### src/rtl/dobd_pkg.sv
package dobd_pkg;

    // field widths
    localparam int unsigned YearW  = 14;
    localparam int unsigned MonthW = 4;
    localparam int unsigned DayW   = 5;
    localparam int unsigned CountW = 16;
    localparam int unsigned DoyW   = 9;

    // walk registers: signed year and signed day accumulator
    localparam int unsigned WalkYearW = 16;
    localparam int unsigned WalkDayW  = 18;

    // year split into year mod 100 and century mod 4
    localparam int unsigned Mod100W = 7;
    localparam int unsigned QuotW   = 8;
    localparam int unsigned RecipW  = 13;
    localparam int unsigned RecipSh = 19;
    localparam logic [RecipW-1:0] Recip100 = 13'd5243;

    localparam logic [MonthW-1:0] MonthJan = 4'd1;
    localparam logic [MonthW-1:0] MonthFeb = 4'd2;
    localparam logic [MonthW-1:0] MonthDec = 4'd12;
    localparam logic [WalkYearW-1:0] YearMin = 16'd1;
    localparam logic [WalkYearW-1:0] YearMax = 16'd9999;

    localparam logic [0:0] OpAdd = 1'b0;
    localparam logic [0:0] OpSub = 1'b1;

    // commands from controller to datapath
    typedef struct packed {
        logic load;
        logic prep;
        logic split;
        logic check;
        logic step;
        logic publish;
    } t_dp_cmd;

    // status from datapath to controller
    typedef struct packed {
        logic walk_done;
    } t_dp_status;

    // gregorian leap rule from low year bits, year mod 100 and century mod 4
    function automatic logic f_is_leap(input logic [1:0] year_lo,
                                       input logic [Mod100W-1:0] mod100,
                                       input logic [1:0] cent);
        logic by4;
        logic cent_zero;
        by4       = (year_lo == 2'd0);
        cent_zero = (mod100 == '0);
        return (by4 && !cent_zero) || (cent_zero && (cent == 2'd0));
    endfunction

    // month length table
    function automatic logic [DayW-1:0] f_month_len(input logic leap,
                                                    input logic [MonthW-1:0] month);
        logic [DayW-1:0] len;
        case (month)
            4'd2:    len = leap ? 5'd29 : 5'd28;
            4'd4:    len = 5'd30;
            4'd6:    len = 5'd30;
            4'd9:    len = 5'd30;
            4'd11:   len = 5'd30;
            default: len = 5'd31;
        endcase
        return len;
    endfunction

    // days in the months before this one, common year
    function automatic logic [DoyW-1:0] f_days_before(input logic [MonthW-1:0] month);
        logic [DoyW-1:0] days;
        case (month)
            4'd2:    days = 9'd31;
            4'd3:    days = 9'd59;
            4'd4:    days = 9'd90;
            4'd5:    days = 9'd120;
            4'd6:    days = 9'd151;
            4'd7:    days = 9'd181;
            4'd8:    days = 9'd212;
            4'd9:    days = 9'd243;
            4'd10:   days = 9'd273;
            4'd11:   days = 9'd304;
            4'd12:   days = 9'd334;
            default: days = 9'd0;
        endcase
        return days;
    endfunction

endpackage

### src/rtl/dobd_dpath.sv
module dobd_dpath (
    input  logic                             i_clk,
    input  dobd_pkg::t_dp_cmd                i_cmd,
    output dobd_pkg::t_dp_status             o_status,
    input  logic                             i_opcode,
    input  logic [dobd_pkg::YearW-1:0]       i_start_year,
    input  logic [dobd_pkg::MonthW-1:0]      i_start_month,
    input  logic [dobd_pkg::DayW-1:0]        i_start_day,
    input  logic [dobd_pkg::CountW-1:0]      i_day_count,
    output logic [dobd_pkg::YearW-1:0]       o_result_year,
    output logic [dobd_pkg::MonthW-1:0]      o_result_month,
    output logic [dobd_pkg::DayW-1:0]        o_result_day,
    output logic [dobd_pkg::DoyW-1:0]        o_start_day_of_year,
    output logic                             o_date_error
);

    localparam int unsigned YW  = dobd_pkg::WalkYearW;
    localparam int unsigned DW  = dobd_pkg::WalkDayW;
    localparam int unsigned MW  = dobd_pkg::Mod100W;
    localparam int unsigned PW  = dobd_pkg::YearW + dobd_pkg::RecipW;

    // working registers
    logic                            r_op;
    logic [YW-1:0]                   r_year;
    logic [dobd_pkg::MonthW-1:0]     r_month;
    logic [DW-1:0]                   r_day;
    logic [dobd_pkg::CountW-1:0]     r_count;
    logic [dobd_pkg::QuotW-1:0]      r_quot;
    logic [MW-1:0]                   r_mod100;
    logic [1:0]                      r_cent;
    logic [dobd_pkg::DoyW-1:0]       r_doy;
    logic                            r_bad;

    // result registers
    logic [dobd_pkg::YearW-1:0]      r_res_year;
    logic [dobd_pkg::MonthW-1:0]     r_res_month;
    logic [dobd_pkg::DayW-1:0]       r_res_day;
    logic [dobd_pkg::DoyW-1:0]       r_res_doy;
    logic                            r_res_err;

    logic [PW-1:0]                   quot_prod;
    logic [dobd_pkg::YearW:0]        cent_prod;
    logic [dobd_pkg::YearW:0]        mod_diff;
    logic                            leap_cur;
    logic [dobd_pkg::DayW-1:0]       len_cur;
    logic                            day_ok;
    logic                            month_ok;
    logic [DW-1:0]                   count_ext;
    logic                            add_more;
    logic                            sub_more;
    logic                            wrap_up;
    logic                            wrap_dn;
    logic [YW-1:0]                   prev_year;
    logic [dobd_pkg::MonthW-1:0]     prev_month;
    logic [MW-1:0]                   prev_mod100;
    logic [1:0]                      prev_cent;
    logic [dobd_pkg::DayW-1:0]       prev_len;
    logic                            year_ok;

    // year / 100 by reciprocal multiply, exact for 14-bit years
    assign quot_prod = PW'(r_year[dobd_pkg::YearW-1:0]) * PW'(dobd_pkg::Recip100);
    assign cent_prod = (dobd_pkg::YearW+1)'(r_quot) * (dobd_pkg::YearW+1)'(7'd100);
    assign mod_diff  = (dobd_pkg::YearW+1)'(r_year[dobd_pkg::YearW-1:0]) - cent_prod;

    // current month length
    assign leap_cur = dobd_pkg::f_is_leap(r_year[1:0], r_mod100, r_cent);
    assign len_cur  = dobd_pkg::f_month_len(leap_cur, r_month);

    // starting date validity
    assign month_ok = (r_month >= dobd_pkg::MonthJan) && (r_month <= dobd_pkg::MonthDec);
    assign day_ok   = (r_day[dobd_pkg::DayW-1:0] != '0)
                   && (r_day[dobd_pkg::DayW-1:0] <= len_cur);
    assign count_ext = DW'(r_count);

    // walk conditions
    assign add_more = $signed(r_day) > $signed(DW'(len_cur));
    assign sub_more = $signed(r_day) < $signed(DW'(1));
    assign wrap_up  = (r_month == dobd_pkg::MonthDec);
    assign wrap_dn  = (r_month == dobd_pkg::MonthJan);

    // previous month for the subtract walk
    always_comb begin
        prev_year   = r_year;
        prev_month  = r_month - 4'd1;
        prev_mod100 = r_mod100;
        prev_cent   = r_cent;
        if (wrap_dn) begin
            prev_year  = r_year - YW'(1);
            prev_month = dobd_pkg::MonthDec;
            if (r_mod100 == '0) begin
                prev_mod100 = MW'(99);
                prev_cent   = r_cent - 2'd1;
            end else begin
                prev_mod100 = r_mod100 - MW'(1);
            end
        end
    end
    assign prev_len = dobd_pkg::f_month_len(
        dobd_pkg::f_is_leap(prev_year[1:0], prev_mod100, prev_cent), prev_month);

    assign o_status.walk_done = r_bad || ((r_op == dobd_pkg::OpSub) ? !sub_more : !add_more);

    assign year_ok = ($signed(r_year) >= $signed(dobd_pkg::YearMin))
                  && ($signed(r_year) <= $signed(dobd_pkg::YearMax));

    // working registers
    always_ff @(posedge i_clk) begin
        if (i_cmd.load) begin
            r_op    <= i_opcode;
            r_year  <= YW'(i_start_year);
            r_month <= i_start_month;
            r_day   <= DW'(i_start_day);
            r_count <= i_day_count;
        end
        if (i_cmd.prep) begin
            r_quot <= quot_prod[PW-1:dobd_pkg::RecipSh];
        end
        if (i_cmd.split) begin
            r_mod100 <= mod_diff[MW-1:0];
            r_cent   <= r_quot[1:0];
        end
        if (i_cmd.check) begin
            r_bad <= !(month_ok && day_ok);
            r_doy <= dobd_pkg::DoyW'(r_day[dobd_pkg::DayW-1:0])
                   + dobd_pkg::f_days_before(r_month)
                   + dobd_pkg::DoyW'(leap_cur && (r_month > dobd_pkg::MonthFeb));
            r_day <= (r_op == dobd_pkg::OpSub) ? (r_day - count_ext) : (r_day + count_ext);
        end
        // one month per cycle
        if (i_cmd.step && !r_bad) begin
            if (r_op == dobd_pkg::OpAdd) begin
                if (add_more) begin
                    r_day <= r_day - DW'(len_cur);
                    if (wrap_up) begin
                        r_month <= dobd_pkg::MonthJan;
                        r_year  <= r_year + YW'(1);
                        if (r_mod100 == MW'(99)) begin
                            r_mod100 <= '0;
                            r_cent   <= r_cent + 2'd1;
                        end else begin
                            r_mod100 <= r_mod100 + MW'(1);
                        end
                    end else begin
                        r_month <= r_month + 4'd1;
                    end
                end
            end else if (sub_more) begin
                r_day    <= r_day + DW'(prev_len);
                r_month  <= prev_month;
                r_year   <= prev_year;
                r_mod100 <= prev_mod100;
                r_cent   <= prev_cent;
            end
        end
    end

    // result register
    always_ff @(posedge i_clk) begin
        if (i_cmd.publish) begin
            if (r_bad) begin
                r_res_year  <= '0;
                r_res_month <= '0;
                r_res_day   <= '0;
                r_res_doy   <= '0;
                r_res_err   <= 1'b1;
            end else if (!year_ok) begin
                r_res_year  <= '0;
                r_res_month <= '0;
                r_res_day   <= '0;
                r_res_doy   <= r_doy;
                r_res_err   <= 1'b1;
            end else begin
                r_res_year  <= r_year[dobd_pkg::YearW-1:0];
                r_res_month <= r_month;
                r_res_day   <= r_day[dobd_pkg::DayW-1:0];
                r_res_doy   <= r_doy;
                r_res_err   <= 1'b0;
            end
        end
    end

    assign o_result_year       = r_res_year;
    assign o_result_month      = r_res_month;
    assign o_result_day        = r_res_day;
    assign o_start_day_of_year = r_res_doy;
    assign o_date_error        = r_res_err;

endmodule

### src/rtl/dobd_ctrl.sv
module dobd_ctrl (
    input  logic                  i_clk,
    input  logic                  i_rst_n,
    input  logic                  i_in_valid,
    output logic                  o_in_stall,
    output logic                  o_out_valid,
    input  logic                  i_out_stall,
    output dobd_pkg::t_dp_cmd     o_cmd,
    input  dobd_pkg::t_dp_status  i_status
);

    typedef enum logic [2:0] {
        S_IDLE,
        S_PREP,
        S_SPLIT,
        S_CHECK,
        S_WALK,
        S_FINISH
    } t_state;

    t_state r_state;
    t_state n_state;
    logic   r_out_valid;
    logic   n_out_valid;
    logic   out_free;

    assign out_free = !r_out_valid || !i_out_stall;

    // next state and commands
    always_comb begin
        n_state     = r_state;
        n_out_valid = r_out_valid && i_out_stall;
        o_cmd       = '0;
        case (r_state)
            S_IDLE: begin
                if (i_in_valid) begin
                    o_cmd.load = 1'b1;
                    n_state    = S_PREP;
                end
            end
            S_PREP: begin
                o_cmd.prep = 1'b1;
                n_state    = S_SPLIT;
            end
            S_SPLIT: begin
                o_cmd.split = 1'b1;
                n_state     = S_CHECK;
            end
            S_CHECK: begin
                o_cmd.check = 1'b1;
                n_state     = S_WALK;
            end
            S_WALK: begin
                o_cmd.step = 1'b1;
                if (i_status.walk_done) begin
                    n_state = S_FINISH;
                end
            end
            S_FINISH: begin
                if (out_free) begin
                    o_cmd.publish = 1'b1;
                    n_out_valid   = 1'b1;
                    n_state       = S_IDLE;
                end
            end
            default: begin
                n_state = S_IDLE;
            end
        endcase
    end

    // state and output valid
    always_ff @(posedge i_clk) begin
        if (!i_rst_n) begin
            r_state     <= S_IDLE;
            r_out_valid <= 1'b0;
        end else begin
            r_state     <= n_state;
            r_out_valid <= n_out_valid;
        end
    end

    assign o_in_stall  = (r_state != S_IDLE);
    assign o_out_valid = r_out_valid;

endmodule

### src/rtl/date_offset_by_days.sv
// channel   | signals                                        | transfer when
// ----------+------------------------------------------------+-------------------------
// input     | i_in_valid, o_in_stall, i_opcode, i_start_*,   | i_in_valid && !o_in_stall
//           | i_day_count                                    |
// output    | o_out_valid, i_out_stall, o_result_*,          | o_out_valid && !i_out_stall
//           | o_start_day_of_year, o_date_error              |
//
// an accepted input goes through load, prep, split, check, the month walk over every month
// boundary crossed (up to about 2160) and finish; the controller then takes input again
// the month walk steps one month per cycle through the month-length table
// one item in flight; the output register frees the input side while a result waits
// a finished item waits only while the previous result is still stalled
// synchronous active-low reset clears the controller and output valid
module date_offset_by_days (
    input  logic                              i_clk,
    input  logic                              i_rst_n,
    input  logic                              i_in_valid,
    output logic                              o_in_stall,
    input  logic                              i_opcode,
    input  logic [dobd_pkg::YearW-1:0]        i_start_year,
    input  logic [dobd_pkg::MonthW-1:0]       i_start_month,
    input  logic [dobd_pkg::DayW-1:0]         i_start_day,
    input  logic [dobd_pkg::CountW-1:0]       i_day_count,
    output logic                              o_out_valid,
    input  logic                              i_out_stall,
    output logic [dobd_pkg::YearW-1:0]        o_result_year,
    output logic [dobd_pkg::MonthW-1:0]       o_result_month,
    output logic [dobd_pkg::DayW-1:0]         o_result_day,
    output logic [dobd_pkg::DoyW-1:0]         o_start_day_of_year,
    output logic                              o_date_error
);

    dobd_pkg::t_dp_cmd    cmd;
    dobd_pkg::t_dp_status status;

    // sequencer
    dobd_ctrl u_ctrl (
        .i_clk       (i_clk),
        .i_rst_n     (i_rst_n),
        .i_in_valid  (i_in_valid),
        .o_in_stall  (o_in_stall),
        .o_out_valid (o_out_valid),
        .i_out_stall (i_out_stall),
        .o_cmd       (cmd),
        .i_status    (status)
    );

    // date arithmetic
    dobd_dpath u_dpath (
        .i_clk               (i_clk),
        .i_cmd               (cmd),
        .o_status            (status),
        .i_opcode            (i_opcode),
        .i_start_year        (i_start_year),
        .i_start_month       (i_start_month),
        .i_start_day         (i_start_day),
        .i_day_count         (i_day_count),
        .o_result_year       (o_result_year),
        .o_result_month      (o_result_month),
        .o_result_day        (o_result_day),
        .o_start_day_of_year (o_start_day_of_year),
        .o_date_error        (o_date_error)
    );

endmodule

### config.mk
export PLATFORM = sky130hd
export DESIGN_NAME = date_offset_by_days
export DESIGN_NICKNAME = d
export VERILOG_FILES = /design/src/rtl/dobd_pkg.sv /design/src/rtl/dobd_dpath.sv /design/src/rtl/dobd_ctrl.sv /design/src/rtl/date_offset_by_days.sv
export SDC_FILE = /design/constraint.sdc
export NUM_CORES = 1
export LEC_CHECK = 0
export ABC_CLOCK_PERIOD_IN_PS = 5500
export BUFFER_PORTS_ARGS = -buffer_cell sky130_fd_sc_hd__buf_2
export CAP_MARGIN = 0
export CELL_PAD_IN_SITES_DETAIL_PLACEMENT = 0
export CELL_PAD_IN_SITES_GLOBAL_PLACEMENT = 1
export CORE_ASPECT_RATIO = 0.7
export CORE_MARGIN = 1.5
export CORE_UTILIZATION = 49
export CTS_BUF_LIST = sky130_fd_sc_hd__clkbuf_8
export CTS_CLUSTER_DIAMETER = 80
export DETAILED_ROUTE_END_ITERATION = 16
export GPL_TIMING_DRIVEN = 0
export PLACE_DENSITY_LB_ADDON = 0.1
export SLEW_MARGIN = 20
export SYNTH_ARGS = -nofsm -noshare
export SYNTH_HDL_FRONTEND = slang
export SYNTH_SLANG_ARGS = --single-unit
### constraint.sdc
create_clock -name i_clk -period 5.5 [get_ports i_clk]
set_clock_uncertainty 0.15 [all_clocks]
set_input_delay 0.275 -clock i_clk [delete_from_list [all_inputs] [get_ports i_clk]]
set_output_delay 0.275 -clock i_clk [all_outputs]
set_load 0.01 [all_outputs]
==> metrics.md, run 1 <==
| Metric | Value |
|---|---|
| Ys Warns | `0` |
| Crit Path Class | `reg -> reg` |
| Routed vias/inst | `5.74` |
| Root buf cell | `clkbuf_8` |
| DRT Wirelength | `36300 µm` |
| Ys flop type | `edfxtp_1` |
| Routability cong. | `0.913` |
| Synthesized area per cell | `9.03 µm²` |
| # DRC | `0` |
| Met1 wire length | `18900 µm` |
| Sequential share of the synthesized area | `0.271` |
| TritonCTS clock tree | `built` |
| Total Nets Final | `1764` |
| Total clock sinks | `125` |
| Initial antenna violation count | `0` |
| Worst-path clk slew | `0.10 ns` |
| Top post-synthesis cells by area | `edfxtp_1, ha_1, fa_1` |
| RSZ-0062 raised after global routing | `yes` |
| Library cells used by synthesis | `80` |
| Initial core utilization | `0.496` |
| Max_cap viols | `0` |
| Worst EP required | `5.55 ns` |
| Overflow after GRT | `0` |
| Max H-tree Level | `4` |
| Period utilization | `0.980` |
| Slew margin rel. | `0.308` |
| Input/output buffers | `78` |
| Die height | `135 µm` |
| Cell count after synthesis | `1347` |
| Worst Setup Slack, final | `0.108 ns` |
| Wire length on met3 | `4070 µm` |
| Core Area | `24500 µm²` |
| Aggregate global-route resource usage | `0.286` |
| # setup viols final | `0` |
| Die W | `191 µm` |
| Mapped Nets | `1619` |
| Diode count | `0` |
| Setup TNS | `0 ns` |
| Ports | `79` |
| Routed vias | `10500` |
| EDFF count, synth | `79` |
| Post-synth design cell area | `12200 µm²` |
| Vias in the first global route | `9529` |
| Hold Vio Cnt, Final | `0` |
| Row count | `48` |
| Yosys top cell area share | `0.195` |
| Most area-hungry cell type in the Yosys netlist | `edfxtp_1` |
| Tmin final | `5.39 ns` |
| Pre-CTS setup slack | `-0.980 ns` |
| Layout Utilization | `0.568` |
| Uppermost layer routed | `met4` |
| Post-synthesis register bit count | `125` |
| Worst slew pin tran | `1.01 ns` |
| Antenna Violating Nets Remaining | `0` |
| Deepest clock path buffer count | `2` |
| Crit. End Element | `flip-flop` |
| HPWL after detailed placement | `28700 µm` |
| Detailed Routing Iterations Pass 1 | `6` |
| Worst hold path type | `in -> reg` |
| FMAX | `185 MHz` |
| Iteration-0 DRC Markers | `1057` |
| Total CTS buffers | `17` |
| Worst EP arrival | `5.44 ns` |
| Asr flop ratio synth | `0` |
| Die footprint | `25800 µm²` |
| Met2 routed wirelength | `12900 µm` |
| Fraction of layout cells with a size suffix above 1 | `0.114` |
| Crit start category | `flip-flop` |
| Crit-path max FO | `10` |
| Status | `finished, final reports clean` |
| Largest net degree at the start of global routing | `20` |
| Fin. max-slew vios | `0` |
| Drt wl/cell | `19.8 µm` |
| Tightest hold margin | `0.0305 ns` |
| Clk_lat worst skew | `0.47 ns` |
| First-pass GRT wire length | `55400 µm` |
| Synthesis-to-layout area growth | `14.4%` |
| # fillers | `2259` |
==> synthesized netlist by cell type (6+ instances only) <==
| master | count |
|---|---|
| nor2b_1 | 23 |
| a221oi_1 | 11 |
| nand2_1 | 70 |
| nor4_1 | 7 |
| and2_1 | 16 |
| o221ai_1 | 12 |
| a21o_1 | 18 |
| buf_2 | 10 |
| o21ai_1 | 6 |
| xor2_1 | 16 |
| o32ai_1 | 6 |
| nand4_1 | 7 |
| a211oi_1 | 15 |
| a2111oi_0 | 7 |
| inv_1 | 187 |
| a21oi_1 | 97 |
| nor3b_1 | 6 |
| clkbuf_1 | 33 |
| nor3_1 | 23 |
| a31oi_1 | 12 |
| edfxtp_1 | 79 |
| o21ai_0 | 35 |
| o31ai_1 | 6 |
| a221o_1 | 6 |
| mux2i_1 | 9 |
| o22ai_1 | 28 |
| nor2_1 | 127 |
| ha_1 | 160 |
| dfxtp_1 | 46 |
| xnor2_1 | 41 |
| nand3_1 | 33 |
| fa_1 | 68 |
| and3_1 | 22 |
==> final timing paths <==
check | cells past startpoint | to | slack (ns) | from
worst min-delay path | 3 | u_dpath.r_year[3] | 0.03 | i_start_year[3]
worst max-delay path | 17 | u_dpath.r_year[11] | 0.11 | u_dpath.r_mod100[0]
worst min register to register | 1 | u_dpath.o_start_day_of_year[2] | 0.39 | u_dpath.r_doy[2]
worst max register to register | 17 | u_dpath.r_year[11] | 0.11 | u_dpath.r_mod100[0]
==> state kept, by name, indices dropped and copies added (netlist names), named ones only <==
signal and count:
u_dpath.r_day 18, u_dpath.r_count 16, u_dpath.r_year 16, u_dpath.o_result_year 14, u_dpath.o_start_day_of_year 9, u_dpath.r_doy 9
u_dpath.r_mod100 7, u_dpath.o_result_day 5, u_dpath.r_quot 5, u_dpath.o_result_month 4, u_dpath.r_month 4, u_ctrl.r_state 3
u_dpath.r_cent 2, u_ctrl.o_out_valid 1, u_dpath.o_date_error 1, u_dpath.r_bad 1, u_dpath.r_op 1
==> cells in the final DEF, fill, tap and decap left out, drive strengths merged, types with 18 or more instances in the layout <==
cell         count
ha             160
edfxtp          79
clkbuf          50
xnor2           41
nor2b           23
o22ai           28
inv            194
buf            115
nand3           33
a21oi           98
and3            22
dlygate4sd3     24
dfxtp           46
nor2           127
nor3            24
o21ai           41
a21o            18
nand2           70
fa              68
==> worst max-delay path, stage by stage (launching register included) <==
cell	delay [ns]
dfxtp_1	0.37
clkbuf_1	0.29
inv_1	0.16
ha_1	0.33
nor2b_1	0.18
nand3_1	0.27
mux2i_1	0.35
a21oi_1	0.16
ha_1	0.23
inv_1	0.07
fa_1	0.23
nor2b_1	0.22
nand3_1	0.29
a211oi_2	0.57
nand2b_1	0.34
a21oi_4	0.42
buf_2	0.34
o32ai_1	0.14
==> logic make-up after synthesis <==
kind of cell / share of synthesized area
simple gates: 0.151
compound gates: 0.175
buf+inv: 0.0748
fa+ha+maj: 0.277
flops: 0.271
xor+xnor: 0.0411
mux: 0.0111
==> cell type report <==
type	instances	area [µm²]	share of cell area
clock buffer	17	234	0.0168
clock inverter	15	123	0.00881
timing repair buffer	126	868	0.0624
inverter	191	717	0.0515
tap	325	407	0.0292
buffer	47	198	0.0142
sequential	125	3290	0.237
multi-input combinational	984	8070	0.580
==> repair_timing <==
| item | in CTS | in global routing |
|---|---|---|
| pin swaps | 0 | 1 |
| cloned | 0 | 0 |
| hold endpoints to repair | 26 | 0 |
| setup buffers | 3 | 19 |
| endpoints found under the setup margin | 24 | 27 |
| resized for setup | 10 | 7 |
| hold buffers | 24 | 0 |
==> routing by layer <==
metal / global-route usage / vias up
met5: 0 / -
met4: 0.0556 / 0
met3: 0.0917 / 35
met2: 0.347 / 512
met1: 0.473 / 4891
li1: - / 5065
==> stage by stage <==
stage	instances	cell area [µm²]
after detailed placement	1752	13000
after floorplan	1347	12200
final	1830	13900
after global placement	1750	13000
after CTS	1811	13700
after global routing	1830	13900
Power of run 1 is not shown: default switching activity piles up to over one toggle a cycle in this logic, so the estimate is an artifact.
==> run 2: changes to the inputs <==
--- a/config.mk
+++ b/config.mk
@@ -13,3 +13,3 @@
 export CORE_ASPECT_RATIO = 0.7
-export CORE_MARGIN = 1.5
+export CORE_MARGIN = 5
 export CORE_UTILIZATION = 49
==> constraint.sdc (replaced) <==
create_clock -name i_clk -period 5.5 [get_ports i_clk]
set_clock_uncertainty 0.15 [all_clocks]
set_input_delay 1.1 -clock i_clk [delete_from_list [all_inputs] [get_ports i_clk]]
set_output_delay 1.1 -clock i_clk [all_outputs]
set_load 0.1 [all_outputs]
==> metrics.md, run 2 (synthesized netlist as in run 1, its figures left out) <==
| Metric | Value |
|---|---|
| Cts hold-fix bufs | `0 (-100%)` |
| Routed vias | `10500 (+0.038%)` |
| Total CTS buffers | `17 (unchanged)` |
| TritonCTS clock tree | `built` |
| Root buf cell | `clkbuf_8` |
| Initial antenna violation count | `0 (unchanged)` |
| Iteration-0 DRC Markers | `1232 (+17%)` |
| Largest net degree at the start of global routing | `28 (+40%)` |
| Multi-input gate area | `8070 µm² (about the same)` |
| Max H-tree Level | `4 (unchanged)` |
| Diode count | `0 (unchanged)` |
| Overflow after GRT | `0 (unchanged)` |
| Aggregate global-route resource usage | `0.265 (-0.0214)` |
| Vias in the first global route | `9888 (+3.8%)` |
| Commonest cells after routing, fill and taps aside | `inv_1, ha_1, nor2_1` |
| Input/output buffers | `78 (unchanged)` |
| Clk_lat worst skew | `0.48 ns (about the same)` |
| Tightest hold margin | `0.383 ns (+0.352 ns)` |
| Max_cap viols | `0 (unchanged)` |
| First-pass GRT wire length | `57200 µm (+3.3%)` |
| Die height | `142 µm (+5.2%)` |
| Row count | `48 (unchanged)` |
| FF/Latch Area | `3290 µm² (about the same)` |
| Hold Vio Cnt, Final | `0 (unchanged)` |
| Crit-path max FO | `10 (unchanged)` |
| Fraction of layout cells with a size suffix above 1 | `0.122 (+0.00803)` |
| Worst hold path type | `reg -> reg` |
| Drt wl/cell | `20.4 µm (+2.8%)` |
| Total Nets Final | `1747 (-0.96%)` |
| Antenna Violating Nets Remaining | `0 (unchanged)` |
| Deepest clock path buffer count | `2 (unchanged)` |
| Crit. End Element | `flip-flop` |
| Period utilization | `0.977 (-0.00309)` |
| Ports | `79 (unchanged)` |
| Initial core utilization | `0.495 (-0.00121)` |
| Worst-path clk slew | `0.09 ns (about the same)` |
| RSZ-0062 raised after global routing | `yes` |
| Max FFs per register | `18 (unchanged)` |
| HPWL after detailed placement | `29100 µm (+1.5%)` |
| FMAX | `186 MHz (+0.32%)` |
| Die footprint | `28100 µm² (+9.0%)` |
| Crit start category | `flip-flop` |
| Synthesis-to-layout area growth | `13.2%` |
| Reg with most FFs | `u_dpath.r_day` |
| Routability cong. | `0.921 (+0.91%)` |
| Detailed Routing Iterations Pass 1 | `5 (-1)` |
| Total clock sinks | `125 (unchanged)` |
| Fin. max-slew vios | `0 (unchanged)` |
| Commonest non-fill, non-tap cell in the layout | `inv_1` |
| # setup viols final | `0 (unchanged)` |
| Core Area | `24600 µm² (+0.25%)` |
| # DRC | `0 (unchanged)` |
| Status | `finished, final reports clean` |
| Top Registers | `u_dpath.r_day (18), u_dpath.r_count (16), u_dpath.r_year (16)` |
| # fillers | `2293 (+1.5%)` |
| Crit Path Class | `reg -> reg` |
| Die W | `198 µm (+3.7%)` |
| Worst slew pin tran | `1.10 ns (+0.0870 ns)` |
| Tmin final | `5.37 ns (-0.0170 ns)` |
| Worst EP arrival | `5.43 ns (about the same)` |
| Slew margin rel. | `0.265 (-0.0424)` |
| Worst EP required | `5.56 ns (about the same)` |
| DRT Wirelength | `36900 µm (+1.8%)` |
| Routed vias/inst | `5.80 (+0.98%)` |
==> run 2: cell count changes in the layout (fill, tap and decap cells not counted), sizes merged <==
cell,previous run,this run
bufinv,1,3
dlymetal6s2s,1,0
dlygate4sd3,24,0
clkinv,8,5
clkbuf,50,52
inv,194,196
clkinvlp,3,2
buf,115,121
==> run 2: final cells by class <==
cell class | instances | area share
buffer | 47 | 0.0144
tap | 325 | 0.0295
multi-input combinational | 984 | 0.586
clock inverter | 15 | 0.0137
clock buffer | 17 | 0.0170
inverter | 191 | 0.0521
timing repair buffer | 109 | 0.0478
sequential | 125 | 0.239
==> run 2: final timing paths <==
check | start | endpoint | slack, ns | cells past startpoint
min | u_dpath.r_doy[2] | u_dpath.o_start_day_of_year[2] | 0.38 | 1
max | u_dpath.r_mod100[0] | u_dpath.r_year[3] | 0.13 | 17
min reg2reg | u_dpath.r_doy[2] | u_dpath.o_start_day_of_year[2] | 0.38 | 1
max reg2reg | u_dpath.r_mod100[0] | u_dpath.r_year[3] | 0.13 | 17
==> run 2: layer usage <==
metal,part of all wire,global-route usage,up-vias
met2,0.36,0.334,517
met5,0,0,-
met4,0.0098,0.0478,0
met3,0.13,0.106,37
met1,0.50,0.421,4938
li1,-,-,5015
==> run 2: timing repair <==
action / CTS / global route
gates resized for setup: 8 / 12
setup buffers: 8 / 21
pin swaps: 0 / 1
endpoints found under the setup margin: 22 / 26
==> run 2: worst max-delay path, cell delays in order (launching register included) <==
cell and delay [ns]:
dfxtp_1 0.36, clkbuf_1 0.29, inv_1 0.14, ha_1 0.33, nor2b_1 0.19, nand3_1 0.28
mux2i_1 0.34, a21oi_1 0.16, ha_1 0.23, inv_1 0.07, fa_1 0.23, nor2b_1 0.21
nand3_1 0.30, a211oi_2 0.56, nand2b_1 0.32, a21oi_4 0.45, buf_2 0.35, o32ai_1 0.13
==> run 2: per-stage QoR <==
step | utilization | instance area (µm²) | setup TNS [ns] | worst slack (ns) | instances
after CTS | 0.552 | 13600 | 0 | 0.0527 | 1792
after global placement | 0.528 | 13000 | -6.20 | -0.969 | 1750
final | 0.561 | 13800 | 0 | 0.125 | 1813
after global routing | 0.561 | 13800 | -0.264 | -0.0442 | 1813
after detailed placement | 0.530 | 13000 | -6.58 | -0.998 | 1752
after floorplan | - | 12200 | 0 | 0.664 | 1347
Power of run 2 is left out for the same reason.
